File: config.mk
export PLATFORM = sky130hd
export DESIGN_NAME = bitmap_segment_descriptor_parser_flat
export DESIGN_NICKNAME = d
export VERILOG_FILES = /design/src/bsdp_pkg.sv /design/src/bsdp_if.sv /design/src/bsdp_front.sv /design/src/bsdp_queue.sv /design/src/bsdp_back.sv /design/src/bitmap_segment_descriptor_parser.sv /design/src/flat_wrapper.sv
export SDC_FILE = /design/constraint.sdc
export NUM_CORES = 1
export LEC_CHECK = 0
export BUFFER_PORTS_ARGS = -buffer_cell sky130_fd_sc_hd__buf_4
export CORE_MARGIN = 2
export CORE_UTILIZATION = 57
export DETAILED_ROUTE_END_ITERATION = 6
export PLACE_DENSITY_LB_ADDON = 0.15
export REMOVE_ABC_BUFFERS = 1
export SLEW_MARGIN = 20
export SYNTH_ARGS = -nofsm -noshare
export SYNTH_HDL_FRONTEND = slang
export SYNTH_SLANG_ARGS = --single-unit
export TNS_END_PERCENT = 20
File: constraint.sdc
create_clock -name clock -period 12.1 [get_ports clock]
set_input_delay 1.21 -clock clock [delete_from_list [all_inputs] [get_ports clock]]
set_output_delay 1.21 -clock clock [all_outputs]
set_load 0.01 [all_outputs]
File: src/bsdp_pkg.sv
// shared types and constants of the bitmap segment descriptor parser
package bsdp_pkg;

   localparam int MaxDescriptors = 4096;
   localparam int MaxExtBytes    = 4;

   localparam int SegCountFieldMax  = 8191;
   localparam int SegLenFieldMax    = 131071;
   localparam int DescLenFieldMax   = 32767;

   localparam int SegCountLimitInt  = (MaxDescriptors < SegCountFieldMax) ?
                                      MaxDescriptors : SegCountFieldMax;
   localparam int SegLenLimitInt    = (MaxDescriptors * 16 < SegLenFieldMax) ?
                                      MaxDescriptors * 16 : SegLenFieldMax;
   localparam int DescLenLimitInt   = (MaxDescriptors * (1 + MaxExtBytes) < DescLenFieldMax) ?
                                      MaxDescriptors * (1 + MaxExtBytes) : DescLenFieldMax;

   localparam logic [12:0] SegCountLimit = 13'(SegCountLimitInt);
   localparam logic [16:0] SegLenLimit   = 17'(SegLenLimitInt);
   localparam logic [14:0] DescLenLimit  = 15'(DescLenLimitInt);

   localparam logic [2:0] ExtBytesMax  = 3'(MaxExtBytes);
   localparam logic [3:0] CompactReset = 4'd12;
   localparam logic [7:0] ByteMax      = 8'hff;

   localparam int QueueDepth    = 2;
   localparam int QueuePtrWidth = (QueueDepth > 1) ? $clog2(QueueDepth) : 1;
   localparam int QueueCntWidth = $clog2(QueueDepth + 1);

   typedef struct packed {
      logic [4:0]  seg_bytes;
      logic [31:0] zero_bytes;
      logic        truncated;
      logic        end_of_stream;
   } desc_type;

   typedef struct packed {
      logic full;
      logic empty;
   } queue_status_type;

endpackage

File: src/bsdp_if.sv
// request and response channel interfaces of the descriptor parser
interface bsdp_req_if;
   logic       valid;
   logic       ready;
   logic [7:0] desc_byte;
   logic       last_byte;

   modport source (output valid, output desc_byte, output last_byte, input ready);
   modport sink   (input valid, input desc_byte, input last_byte, output ready);
endinterface

interface bsdp_rsp_if;
   logic        valid;
   logic        ready;
   logic [4:0]  seg_bytes;
   logic [31:0] zero_bytes;
   logic [2:0]  zero_space;
   logic [12:0] segment_count;
   logic [16:0] total_seg_length;
   logic [14:0] canonical_desc_length;
   logic        truncated;
   logic        end_of_stream;

   modport source (output valid, output seg_bytes, output zero_bytes, output zero_space,
                   output segment_count, output total_seg_length,
                   output canonical_desc_length, output truncated, output end_of_stream,
                   input ready);
   modport sink   (input valid, input seg_bytes, input zero_bytes, input zero_space,
                   input segment_count, input total_seg_length,
                   input canonical_desc_length, input truncated, input end_of_stream,
                   output ready);
endinterface

File: src/bsdp_front.sv
// byte parser: header split and little-endian extension accumulation
module bsdp_front
   import bsdp_pkg::*;
(
   input  logic             clock,
   input  logic             reset,
   input  logic [3:0]       compact,
   bsdp_req_if.sink         req_if,
   input  queue_status_type q_status,
   output logic             push,
   output desc_type         push_desc
);

   logic [2:0]  ext_rem_ff, ext_rem_in;
   logic [1:0]  shift_idx_ff, shift_idx_in;
   logic [4:0]  seg_len_ff, seg_len_in;
   logic [31:0] zero_acc_ff, zero_acc_in;
   logic        accept;
   logic        done;
   logic [3:0]  code;
   logic [3:0]  n_ext;

   assign req_if.ready = !q_status.full;
   assign accept       = req_if.valid && req_if.ready;
   assign code         = req_if.desc_byte[3:0];
   assign n_ext        = 4'(code - compact);

   always_comb begin
      ext_rem_in   = ext_rem_ff;
      shift_idx_in = shift_idx_ff;
      seg_len_in   = seg_len_ff;
      zero_acc_in  = zero_acc_ff;
      done         = 1'b0;
      if (ext_rem_ff == 3'd0) begin
         seg_len_in   = 5'(req_if.desc_byte[7:4]) + 5'd1;
         shift_idx_in = 2'd0;
         if (code <= compact) begin
            zero_acc_in = 32'(code);
            done        = 1'b1;
         end else begin
            zero_acc_in = 32'd0;
            ext_rem_in  = (n_ext > 4'(ExtBytesMax)) ? ExtBytesMax : n_ext[2:0];
         end
      end else begin
         zero_acc_in  = zero_acc_ff | (32'(req_if.desc_byte) << {shift_idx_ff, 3'b000});
         shift_idx_in = shift_idx_ff + 2'd1;
         ext_rem_in   = ext_rem_ff - 3'd1;
         done         = (ext_rem_ff == 3'd1);
      end
   end

   assign push                    = accept && (done || req_if.last_byte);
   assign push_desc.seg_bytes     = seg_len_in;
   assign push_desc.zero_bytes    = zero_acc_in;
   assign push_desc.truncated     = !done && req_if.last_byte;
   assign push_desc.end_of_stream = req_if.last_byte;

   always_ff @(posedge clock) begin
      if (reset) begin
         ext_rem_ff   <= 3'd0;
         shift_idx_ff <= 2'd0;
         seg_len_ff   <= 5'd0;
         zero_acc_ff  <= 32'd0;
      end else if (accept) begin
         if (req_if.last_byte) begin
            ext_rem_ff   <= 3'd0;
            shift_idx_ff <= 2'd0;
            seg_len_ff   <= 5'd0;
            zero_acc_ff  <= 32'd0;
         end else begin
            ext_rem_ff   <= ext_rem_in;
            shift_idx_ff <= shift_idx_in;
            seg_len_ff   <= seg_len_in;
            zero_acc_ff  <= zero_acc_in;
         end
      end
   end

   assert property (@(posedge clock) disable iff (reset)
      ext_rem_ff <= ExtBytesMax)
      else $error("extension count above limit");

   assert property (@(posedge clock) disable iff (reset)
      accept && req_if.last_byte |=> ext_rem_ff == 3'd0 && zero_acc_ff == 32'd0)
      else $error("parser state not cleared after end of stream");

   assert property (@(posedge clock) disable iff (reset)
      push && push_desc.truncated |-> push_desc.end_of_stream)
      else $error("truncated descriptor without end of stream");

endmodule

File: src/bsdp_queue.sv
// short descriptor queue between parser and accumulator
module bsdp_queue
   import bsdp_pkg::*;
(
   input  logic             clock,
   input  logic             reset,
   input  logic             push,
   input  desc_type         push_desc,
   input  logic             pop,
   output desc_type         head_desc,
   output queue_status_type q_status
);

   desc_type                   entry_ff [QueueDepth];
   logic [QueuePtrWidth-1:0]   wr_ptr_ff, rd_ptr_ff;
   logic [QueueCntWidth-1:0]   count_ff;

   assign head_desc      = entry_ff[rd_ptr_ff];
   assign q_status.full  = (count_ff == QueueCntWidth'(QueueDepth));
   assign q_status.empty = (count_ff == '0);

   function automatic logic [QueuePtrWidth-1:0] next_ptr(input logic [QueuePtrWidth-1:0] p);
      next_ptr = (p == QueuePtrWidth'(QueueDepth - 1)) ? '0 : p + 1'b1;
   endfunction

   always_ff @(posedge clock) begin
      if (push) begin
         entry_ff[wr_ptr_ff] <= push_desc;
      end
   end

   always_ff @(posedge clock) begin
      if (reset) begin
         wr_ptr_ff <= '0;
         rd_ptr_ff <= '0;
         count_ff  <= '0;
      end else begin
         if (push) begin
            wr_ptr_ff <= next_ptr(wr_ptr_ff);
         end
         if (pop) begin
            rd_ptr_ff <= next_ptr(rd_ptr_ff);
         end
         if (push && !pop) begin
            count_ff <= count_ff + 1'b1;
         end else if (pop && !push) begin
            count_ff <= count_ff - 1'b1;
         end
      end
   end

   assert property (@(posedge clock) disable iff (reset)
      !(push && q_status.full))
      else $error("transfer into full queue");

   assert property (@(posedge clock) disable iff (reset)
      !(pop && q_status.empty))
      else $error("pop from empty queue");

   assert property (@(posedge clock) disable iff (reset)
      count_ff <= QueueCntWidth'(QueueDepth))
      else $error("queue count overflow");

endmodule

File: src/bsdp_back.sv
// accumulator: canonical size, saturating totals and response register
module bsdp_back
   import bsdp_pkg::*;
(
   input  logic             clock,
   input  logic             reset,
   input  logic [3:0]       compact,
   input  desc_type         head_desc,
   input  queue_status_type q_status,
   output logic             pop,
   bsdp_rsp_if.source       rsp_if
);

   logic        rsp_valid_ff;
   logic [4:0]  seg_ff;
   logic [31:0] zero_ff;
   logic [2:0]  space_ff, space;
   logic        trunc_ff, eos_ff;
   logic [12:0] cnt_ff, cnt_new;
   logic [16:0] seg_sum_ff, seg_sum_new;
   logic [14:0] desc_sum_ff, desc_sum_new;
   logic [17:0] seg_sum_wide;
   logic [15:0] desc_sum_wide;
   logic        complete;

   assign pop      = !q_status.empty && (!rsp_valid_ff || rsp_if.ready);
   assign complete = !head_desc.truncated;

   always_comb begin
      space = 3'd0;
      if (complete && (head_desc.zero_bytes > 32'(compact))) begin
         priority if (head_desc.zero_bytes[31:24] != 8'd0) begin
            space = 3'd4;
         end else if (head_desc.zero_bytes[23:16] != 8'd0) begin
            space = 3'd3;
         end else if (head_desc.zero_bytes[15:8] != 8'd0) begin
            space = 3'd2;
         end else begin
            space = 3'd1;
         end
      end
   end

   assign seg_sum_wide  = 18'(seg_sum_ff) + 18'(head_desc.seg_bytes);
   assign desc_sum_wide = 16'(desc_sum_ff) + 16'(space) + 16'd1;

   always_comb begin
      cnt_new      = cnt_ff;
      seg_sum_new  = seg_sum_ff;
      desc_sum_new = desc_sum_ff;
      if (complete) begin
         cnt_new      = (cnt_ff >= SegCountLimit) ? SegCountLimit : cnt_ff + 13'd1;
         seg_sum_new  = (seg_sum_wide > 18'(SegLenLimit)) ? SegLenLimit : seg_sum_wide[16:0];
         desc_sum_new = (desc_sum_wide > 16'(DescLenLimit)) ? DescLenLimit :
                        desc_sum_wide[14:0];
      end
   end

   always_ff @(posedge clock) begin
      if (reset) begin
         rsp_valid_ff <= 1'b0;
         cnt_ff       <= 13'd0;
         seg_sum_ff   <= 17'd0;
         desc_sum_ff  <= 15'd0;
      end else begin
         if (pop) begin
            rsp_valid_ff <= 1'b1;
         end else if (rsp_if.ready) begin
            rsp_valid_ff <= 1'b0;
         end
         if (pop) begin
            if (head_desc.end_of_stream) begin
               cnt_ff      <= 13'd0;
               seg_sum_ff  <= 17'd0;
               desc_sum_ff <= 15'd0;
            end else begin
               cnt_ff      <= cnt_new;
               seg_sum_ff  <= seg_sum_new;
               desc_sum_ff <= desc_sum_new;
            end
         end
      end
   end

   always_ff @(posedge clock) begin
      if (pop) begin
         seg_ff   <= head_desc.seg_bytes;
         zero_ff  <= head_desc.zero_bytes;
         space_ff <= space;
         trunc_ff <= head_desc.truncated;
         eos_ff   <= head_desc.end_of_stream;
      end
   end

   logic [12:0] rsp_cnt_ff;
   logic [16:0] rsp_seg_sum_ff;
   logic [14:0] rsp_desc_sum_ff;

   always_ff @(posedge clock) begin
      if (pop) begin
         rsp_cnt_ff      <= cnt_new;
         rsp_seg_sum_ff  <= seg_sum_new;
         rsp_desc_sum_ff <= desc_sum_new;
      end
   end

   assign rsp_if.valid                 = rsp_valid_ff;
   assign rsp_if.seg_bytes             = seg_ff;
   assign rsp_if.zero_bytes            = zero_ff;
   assign rsp_if.zero_space            = space_ff;
   assign rsp_if.segment_count         = rsp_cnt_ff;
   assign rsp_if.total_seg_length      = rsp_seg_sum_ff;
   assign rsp_if.canonical_desc_length = rsp_desc_sum_ff;
   assign rsp_if.truncated             = trunc_ff;
   assign rsp_if.end_of_stream         = eos_ff;

   assert property (@(posedge clock) disable iff (reset)
      pop && head_desc.end_of_stream |=> cnt_ff == 13'd0 && seg_sum_ff == 17'd0)
      else $error("totals not cleared after end of stream");

   assert property (@(posedge clock) disable iff (reset)
      cnt_ff <= SegCountLimit && seg_sum_ff <= SegLenLimit && desc_sum_ff <= DescLenLimit)
      else $error("running total above saturation limit");

   assert property (@(posedge clock) disable iff (reset)
      pop && head_desc.truncated |=> rsp_if.zero_space == 3'd0 && rsp_if.end_of_stream)
      else $error("truncated response with canonical size");

endmodule

File: src/bitmap_segment_descriptor_parser.sv
// top level of the bitmap segment descriptor parser
//
// req_if takes the descriptor stream one byte per transfer (desc_byte,
// last_byte). rsp_if returns one result per finished descriptor and one for
// the byte that carries last_byte: segment and zero-run lengths, canonical
// extension size, running saturating totals, truncated and end_of_stream.
// csr_wr_en / csr_wr_data write the 4-bit zero-run compact threshold; write it
// only while no transfer is in flight.
// A byte parser sits in front of a two-entry queue, and an accumulator with
// the response register drains it. One byte is taken per cycle while the
// queue is not full; a result reaches rsp_if via a queue entry and the
// response register. The queue and the response register give three results
// of slack: when the receiver stalls, req_if.ready drops once the queue is
// full and rises again as soon as a result moves on. Synchronous reset
// empties the queue, clears all stream state and sets the threshold to 12.
module bitmap_segment_descriptor_parser
   import bsdp_pkg::*;
(
   input  logic        clock,
   input  logic        reset,
   input  logic        csr_wr_en,
   input  logic [3:0]  csr_wr_data,
   bsdp_req_if.sink    req_if,
   bsdp_rsp_if.source  rsp_if
);

   logic [3:0]       compact_ff;
   logic             push, pop;
   desc_type         push_desc, head_desc;
   queue_status_type q_status;

   always_ff @(posedge clock) begin
      if (reset) begin
         compact_ff <= CompactReset;
      end else if (csr_wr_en) begin
         compact_ff <= csr_wr_data;
      end
   end

   bsdp_front u_front (
      .clock     (clock),
      .reset     (reset),
      .compact   (compact_ff),
      .req_if    (req_if),
      .q_status  (q_status),
      .push      (push),
      .push_desc (push_desc)
   );

   bsdp_queue u_queue (
      .clock     (clock),
      .reset     (reset),
      .push      (push),
      .push_desc (push_desc),
      .pop       (pop),
      .head_desc (head_desc),
      .q_status  (q_status)
   );

   bsdp_back u_back (
      .clock     (clock),
      .reset     (reset),
      .compact   (compact_ff),
      .head_desc (head_desc),
      .q_status  (q_status),
      .pop       (pop),
      .rsp_if    (rsp_if)
   );

endmodule
File: src/flat_wrapper.sv
// flat-port wrapper written by rule: the top's interface ports become plain ports
module bitmap_segment_descriptor_parser_flat import bsdp_pkg::*;
  (clock, reset, csr_wr_en, csr_wr_data, req_if_valid, req_if_desc_byte, req_if_last_byte, req_if_ready, rsp_if_valid, rsp_if_seg_bytes, rsp_if_zero_bytes, rsp_if_zero_space, rsp_if_segment_count, rsp_if_total_seg_length, rsp_if_canonical_desc_length, rsp_if_truncated, rsp_if_end_of_stream, rsp_if_ready);
  bsdp_req_if req_if_i ();
  bsdp_rsp_if rsp_if_i ();
  input  logic clock;
  input  logic reset;
  input  logic csr_wr_en;
  input  logic [3:0] csr_wr_data;
  input wire logic [$bits(req_if_i.valid)-1:0] req_if_valid;
  input wire logic [$bits(req_if_i.desc_byte)-1:0] req_if_desc_byte;
  input wire logic [$bits(req_if_i.last_byte)-1:0] req_if_last_byte;
  output wire logic [$bits(req_if_i.ready)-1:0] req_if_ready;
  output wire logic [$bits(rsp_if_i.valid)-1:0] rsp_if_valid;
  output wire logic [$bits(rsp_if_i.seg_bytes)-1:0] rsp_if_seg_bytes;
  output wire logic [$bits(rsp_if_i.zero_bytes)-1:0] rsp_if_zero_bytes;
  output wire logic [$bits(rsp_if_i.zero_space)-1:0] rsp_if_zero_space;
  output wire logic [$bits(rsp_if_i.segment_count)-1:0] rsp_if_segment_count;
  output wire logic [$bits(rsp_if_i.total_seg_length)-1:0] rsp_if_total_seg_length;
  output wire logic [$bits(rsp_if_i.canonical_desc_length)-1:0] rsp_if_canonical_desc_length;
  output wire logic [$bits(rsp_if_i.truncated)-1:0] rsp_if_truncated;
  output wire logic [$bits(rsp_if_i.end_of_stream)-1:0] rsp_if_end_of_stream;
  input wire logic [$bits(rsp_if_i.ready)-1:0] rsp_if_ready;
  assign req_if_i.valid = req_if_valid;
  assign req_if_i.desc_byte = req_if_desc_byte;
  assign req_if_i.last_byte = req_if_last_byte;
  assign req_if_ready = req_if_i.ready;
  assign rsp_if_valid = rsp_if_i.valid;
  assign rsp_if_seg_bytes = rsp_if_i.seg_bytes;
  assign rsp_if_zero_bytes = rsp_if_i.zero_bytes;
  assign rsp_if_zero_space = rsp_if_i.zero_space;
  assign rsp_if_segment_count = rsp_if_i.segment_count;
  assign rsp_if_total_seg_length = rsp_if_i.total_seg_length;
  assign rsp_if_canonical_desc_length = rsp_if_i.canonical_desc_length;
  assign rsp_if_truncated = rsp_if_i.truncated;
  assign rsp_if_end_of_stream = rsp_if_i.end_of_stream;
  assign rsp_if_i.ready = rsp_if_ready;
  bitmap_segment_descriptor_parser u_core (.clock(clock), .reset(reset), .csr_wr_en(csr_wr_en), .csr_wr_data(csr_wr_data), .req_if(req_if_i), .rsp_if(rsp_if_i));
endmodule
== After elaboration in Yosys (flattened, before gate mapping) ==
Memory sizes are Yosys's and may differ from the RTL's. A register that Yosys moved wholly into a read port is not among the register bits.
Index checks and enable logic that the tools add are counted.
Widths: inputs -> output; s select.
Word-level totals
  register bits: 183
  latch bits: 0
  memory bits (writable): 78
  memory bits (read-only): 0
  input bits: 18
  output and inout port bits: 89
  word-level logic and storage cells: 104
  memories: 1
Memory list
  u_core.u_queue.entry_ff: words 2, bits a word 39, read ports 1, clocked after Yosys merged registers in 1, write ports 1, RTL line bsdp_queue.sv:14  | desc_type entry_ff [QueueDepth];
Operators by class
  add/subtract/negate cells: 12
  $mul: 0
  divide/modulo/power cells: 0
  order comparisons: 6
  equal/unequal tests: 3
  shift-type cells: 1
  multiplexer cells: 36
  bitwise logic cells: 1
  reduce and logical (&&, ||, !) cells: 24
Operators with widths (number)
  $mux 32: 2
  $mux 17: 3
  $mux 15: 3
  $mux 13: 3
  $gt 32x4->1: 1
  $or 32x32->32: 1
  $shl 8x5->32: 1
  $reduce_bool 8->1: 3
  $add 17x5->18: 1
  $gt 18x17->1 const B: 1
  $mux 3: 6
  $add 15x3->16: 1
  $add 16x1->16 const B: 1
  $gt 16x15->1 const B: 1
  $add 13x1->13 const B: 1
  $ge 13x13->1 const B: 1
  $mux 2: 6
  $mux 1: 10
  $mux 5: 2
  $logic_and 1x1->1: 7
  $logic_not 1->1: 7
  $add 4x1->5 const B: 1
  $add 2x1->2 const B: 2
  $gt 4x3->1 const B: 1
  14 further kinds: 17

== Depth between registers and ports, before layout ==
  depth in word-level cells: 11
  depth in mapped cells: 23
  depth with buffers taken out: 20

== Cells and area by module ==
From an unflattened synthesis, not the netlist that was laid out.
Second synthesis, totals
  cells, all modules: 1073
  area total of the unflattened synthesis: 11984.0 um2
By module, submodules not included
  bsdp_back: times used 1, cells each 628, area an instance 6592.6 um2, seq. area each 3533.4 um2
  bsdp_queue: times used 1, cells each 143, area an instance 3017.9 um2, seq. area each 2442.3 um2
  bsdp_front: times used 1, cells each 290, area an instance 2235.9 um2, seq. area each 840.8 um2
  bitmap_segment_descriptor_parser: times used 1, cells each 12, area an instance 137.6 um2, seq. area each 80.1 um2

== Worst setup path before layout ==
OpenSTA, ideal clock, no wires.
  kind: flip-flop to flip-flop
  from: register with a tool-made name
  to: register u_core.u_back.rsp_desc_sum_ff[12], in the netlist u_core.u_back.rsp_if.canonical_desc_length[12] (data pin)
  setup time: 0.276 ns
  arrival time: 5.249 ns
  required time: 11.824 ns
  setup slack: 6.575 ns
  stages on the path, launching flop included: 24
  path buffers: 3
  clock period less this slack: 5.525 ns
  path through: dfxtp_1 buf_1 clkbuf_1 mux2_2 ha_1 nor2b_1 o21ai_0 nand2b_1 a21oi_1 a41oi_1 o21ai_0 a21o_1 ha_1 inv_1 fa_1 a21oi_1 nor3_1 xor2_1 or4_1 o31a_1 buf_2 or2_2 a21oi_1 a31oi_1
RTL lines
  end signal, assigned: RTL line bsdp_back.sv:103  | rsp_desc_sum_ff <= desc_sum_new;
  end, declared: RTL line bsdp_back.sv:97  | logic [14:0] rsp_desc_sum_ff;

==> results.md <==
* Outcome: finished, final reports clean
* Die area at 0.0214 sq mm
* Final setup skew at 0.0103 ns
* Met3 layer usage reported by global route at 3.25%
* Count of final hold-check violations at 0
* Distinct cell type count after synthesis at 66
* Via Count at 8287
* Hold_ws at 0.467 ns
* Synth area leader: edfxtp_1
* Hold_sp: u_core.u_front.zero_acc_ff[13]
* Overflow left after global routing at 0
* EDFF count, synth at 165
* M1 GR Usage at 31.9%
* Most frequent cell after synthesis: edfxtp_1
* Buffer count from post-CTS setup fixing at 0
* Clock slew seen by the registers of the worst setup and hold paths at 0.06 ns
* Wire per inst at 17.6 um
* Setup violators final at 0
* CTS resizes at 0
* Die height at 146 um
* Initial core utilization at 57.6%
* IO Port Bufs at 106
* Synth area leaders: edfxtp_1 (43%), dfxtp_1 (17%), nor2_1 (4.9%)
* Syn avg cell area at 11.1 sq um
* CP Launch Type: register
* ANT cells at 0
* I/O pin count at 107
* Post-synthesis sequential area ratio at 59.8%
* Setup_tns at 0 ns
* Die width at 146 um
* Slew Limit Fails at 0
* Most frequent cells after synthesis: edfxtp_1 (165), nor2_1 (150), dfxtp_1 (97)
* Most Crowded Layer GR: met2
* Placer congestion estimate at 0.877
* Slowest-stage cell, CP: nor2_1
* Total chip power at 0.00297 W
* Synth Register Bits at 262
* Final HPWL DP at 16500 um
* Slew margin rel. at 38.0%
* Initial antenna violation count at 0
* Dominant synthesized flop cell: edfxtp_1
* FFs w/ async S/R, synth at 0%
* DP Area at 0.0126 sq mm
* 1st-iter DRT viols at 622
* Row Count at 52
* Peak VDD IR at 0.124 mV
* Largest net degree at the start of global routing at 68
* Design Area, Final at 0.0135 sq mm
* Crit-path cells: buf_4, mux2_2, ha_1, nor2b_1, o21ai_0, nand2b_1, a21oi_1, a41oi_1, o21ai_0, a21o_1, ha_1, inv_1, fa_1, a21oi_1, nor3_1, xor2_1, or4_1, o31a_1, nor2_1, a22o_1, a22o_1
* Period utilization at 51.2%
* Worst-Margin Slew at 0.928 ns
* Drt first pass iters at 5
* Filler cells at 1555
* Maximum level of the CTS H-tree at 1
* Area of the mapped netlist at 0.0115 sq mm
* RSZ-0062 raised after global routing: false
* Max Root-Sink Buffers at 3
* Area grow syn2layout at 16.7%
* Root buffer cell: clkbuf_16
* Total of max-cap violations at 0
* Total global routing track utilization at 22.9%
* Cells after Synth at 1036
* Global-route wire length before repair at 40100 um
* CTS tree: built
* CP Data Arrival Time at 6.67 ns
* CP max stage delay at 0.71 ns
* Pwr/cell area at 220 mW/mm^2
* Met2 usage at 38.7%
* Max FO, Critical Path at 39
* CP required at 12.57 ns
* Period minus WS final at 6.20 ns
* Critical path class: register to register
* DRC at 0
* Post-CTS Hold Fix Bufs at 0
* FMAX at 161 MHz
* Yosys warning total at 0
* Worst skew pair latency at 0.53 ns
* TritonCTS buffer count at 27
* CTS sink count at 262
* DRT antenna net count at 0
* Top cell type's share of synthesized area at 42.9%
* Static Leak at 5.00 nW
* Vias in the first global route at 7703
* Core Region at 0.0200 sq mm
* Final nets at 1166
* Vias per inst at 5.86
* CP endpoint kind: register
* Worst hold-check path type: register to register
* Share of layout cells above drive strength 1 at 18.1%
* Final WL at 24900 um
## through the flow
step                      setup WS (ns)  utilization (%)  cells
after floorplan                    6.09                -    976
after global placement             5.99             62.5   1362
after detailed placement           5.92             62.7   1363
after CTS                          5.91             67.2   1413
after global routing               5.34             67.2   1413
final                              5.90             67.2   1413
## path summary, 6_finish.rpt
check                              endpoint  slack (ns)  cells after the start
max reg2reg   u_core.u_back.desc_sum_ff[13]        5.90                     21
max           u_core.u_back.desc_sum_ff[13]        5.90                     21
min          u_core.u_front.zero_acc_ff[13]        0.47                      2
min reg2reg  u_core.u_front.zero_acc_ff[13]        0.47                      2
## logic make-up after synthesis
logic type | synth area share, %
AOI/OAI and AO/OA | 14.2
xor gates and xnor gates | 2.66
adders and majority gates | 3.01
buffers and inverters | 3.15
DFF | 59.8
muxes | 4.29
and+or+nand+nor | 13.0
## critical path: cells and delay by family, from the launching register on
| family | cells | cell delay (ns) |
|---|---|---|
| adder cells (fa/ha/maj) | 3 | 0.88 |
| XOR/XNOR | 1 | 0.19 |
| AO/OA/AOI/OAI | 9 | 2.25 |
| AND/OR/NAND/NOR | 5 | 1.56 |
| buffers and inverters | 2 | 0.51 |
| flip-flops | 1 | 0.31 |
| multiplexers | 1 | 0.42 |
## final cells by class
class	count	area (sq um)	area share, %
inverter	34	130	0.966
tap	270	338	2.51
clock buffer	44	875	6.49
timing repair buffer	117	898	6.67
sequential	262	6900	51.2
clock inverter	6	38.8	0.288
multi-input combinational	680	4290	31.9
## layout by cell type, fill, tap and decap left out, types with 7 or more instances in the layout
cell type,Yosys,routed
edfxtp_1,165,165
xnor2_1,15,15
nor3_1,15,15
mux2_2,36,36
a21o_1,9,9
nor4_1,14,14
o21ai_0,48,47
a21oi_1,69,69
and2_1,10,10
a22oi_1,32,32
clkbuf_1,47,8
nor2_1,150,149
a211oi_1,7,7
a31oi_1,8,8
o31ai_1,7,7
mux2i_1,9,8
xor2_1,20,20
nand3_1,16,16
o211ai_1,8,8
ha_1,23,23
or3_1,8,8
nand2b_1,9,9
a22o_1,26,26
inv_1,34,33
dfxtp_1,97,96
clkbuf_16,0,31
buf_4,1,116
and3_1,10,10
nand2_1,64,64
## where the power goes
part	internal (W)	total, W	switching [W]
combinational	0.000340	0.000852	0.000512
clock	0.000495	0.000826	0.000331
sequential	0.00122	0.00129	0.0000683
## sequential cells by signal (all words and copies together) (netlist names), named ones only
name	cells
u_core.u_queue.entry_ff	78
u_core.u_back.rsp_if.zero_bytes	32
u_core.u_front.zero_acc_ff	32
u_core.u_back.rsp_if.total_seg_length	17
u_core.u_back.seg_sum_ff	17
u_core.u_back.desc_sum_ff	15
u_core.u_back.rsp_if.canonical_desc_length	15
u_core.u_back.cnt_ff	13
u_core.u_back.rsp_if.segment_count	13
u_core.u_back.rsp_if.seg_bytes	5
u_core.u_front.seg_len_ff	5
u_core.compact_ff	4
u_core.u_back.rsp_if.zero_space	3
u_core.u_front.ext_rem_ff	3
u_core.u_front.shift_idx_ff	2
u_core.u_queue.count_ff	2
u_core.u_back.rsp_if.end_of_stream	1
u_core.u_back.rsp_if.truncated	1
u_core.u_back.rsp_if.valid	1
u_core.u_queue.rd_ptr_ff	1
u_core.u_queue.wr_ptr_ff	1
## metal layers
metal | part of all wire (%) | vias up | wire length [um]
met5 | 0 | - | 0
met3 | 6.0 | 26 | 1490
li1 | - | 3980 | -
met4 | 1.3 | 0 | 312
met1 | 44 | 4003 | 11000
met2 | 49 | 278 | 12100
(Power assumes the default switching activity.)
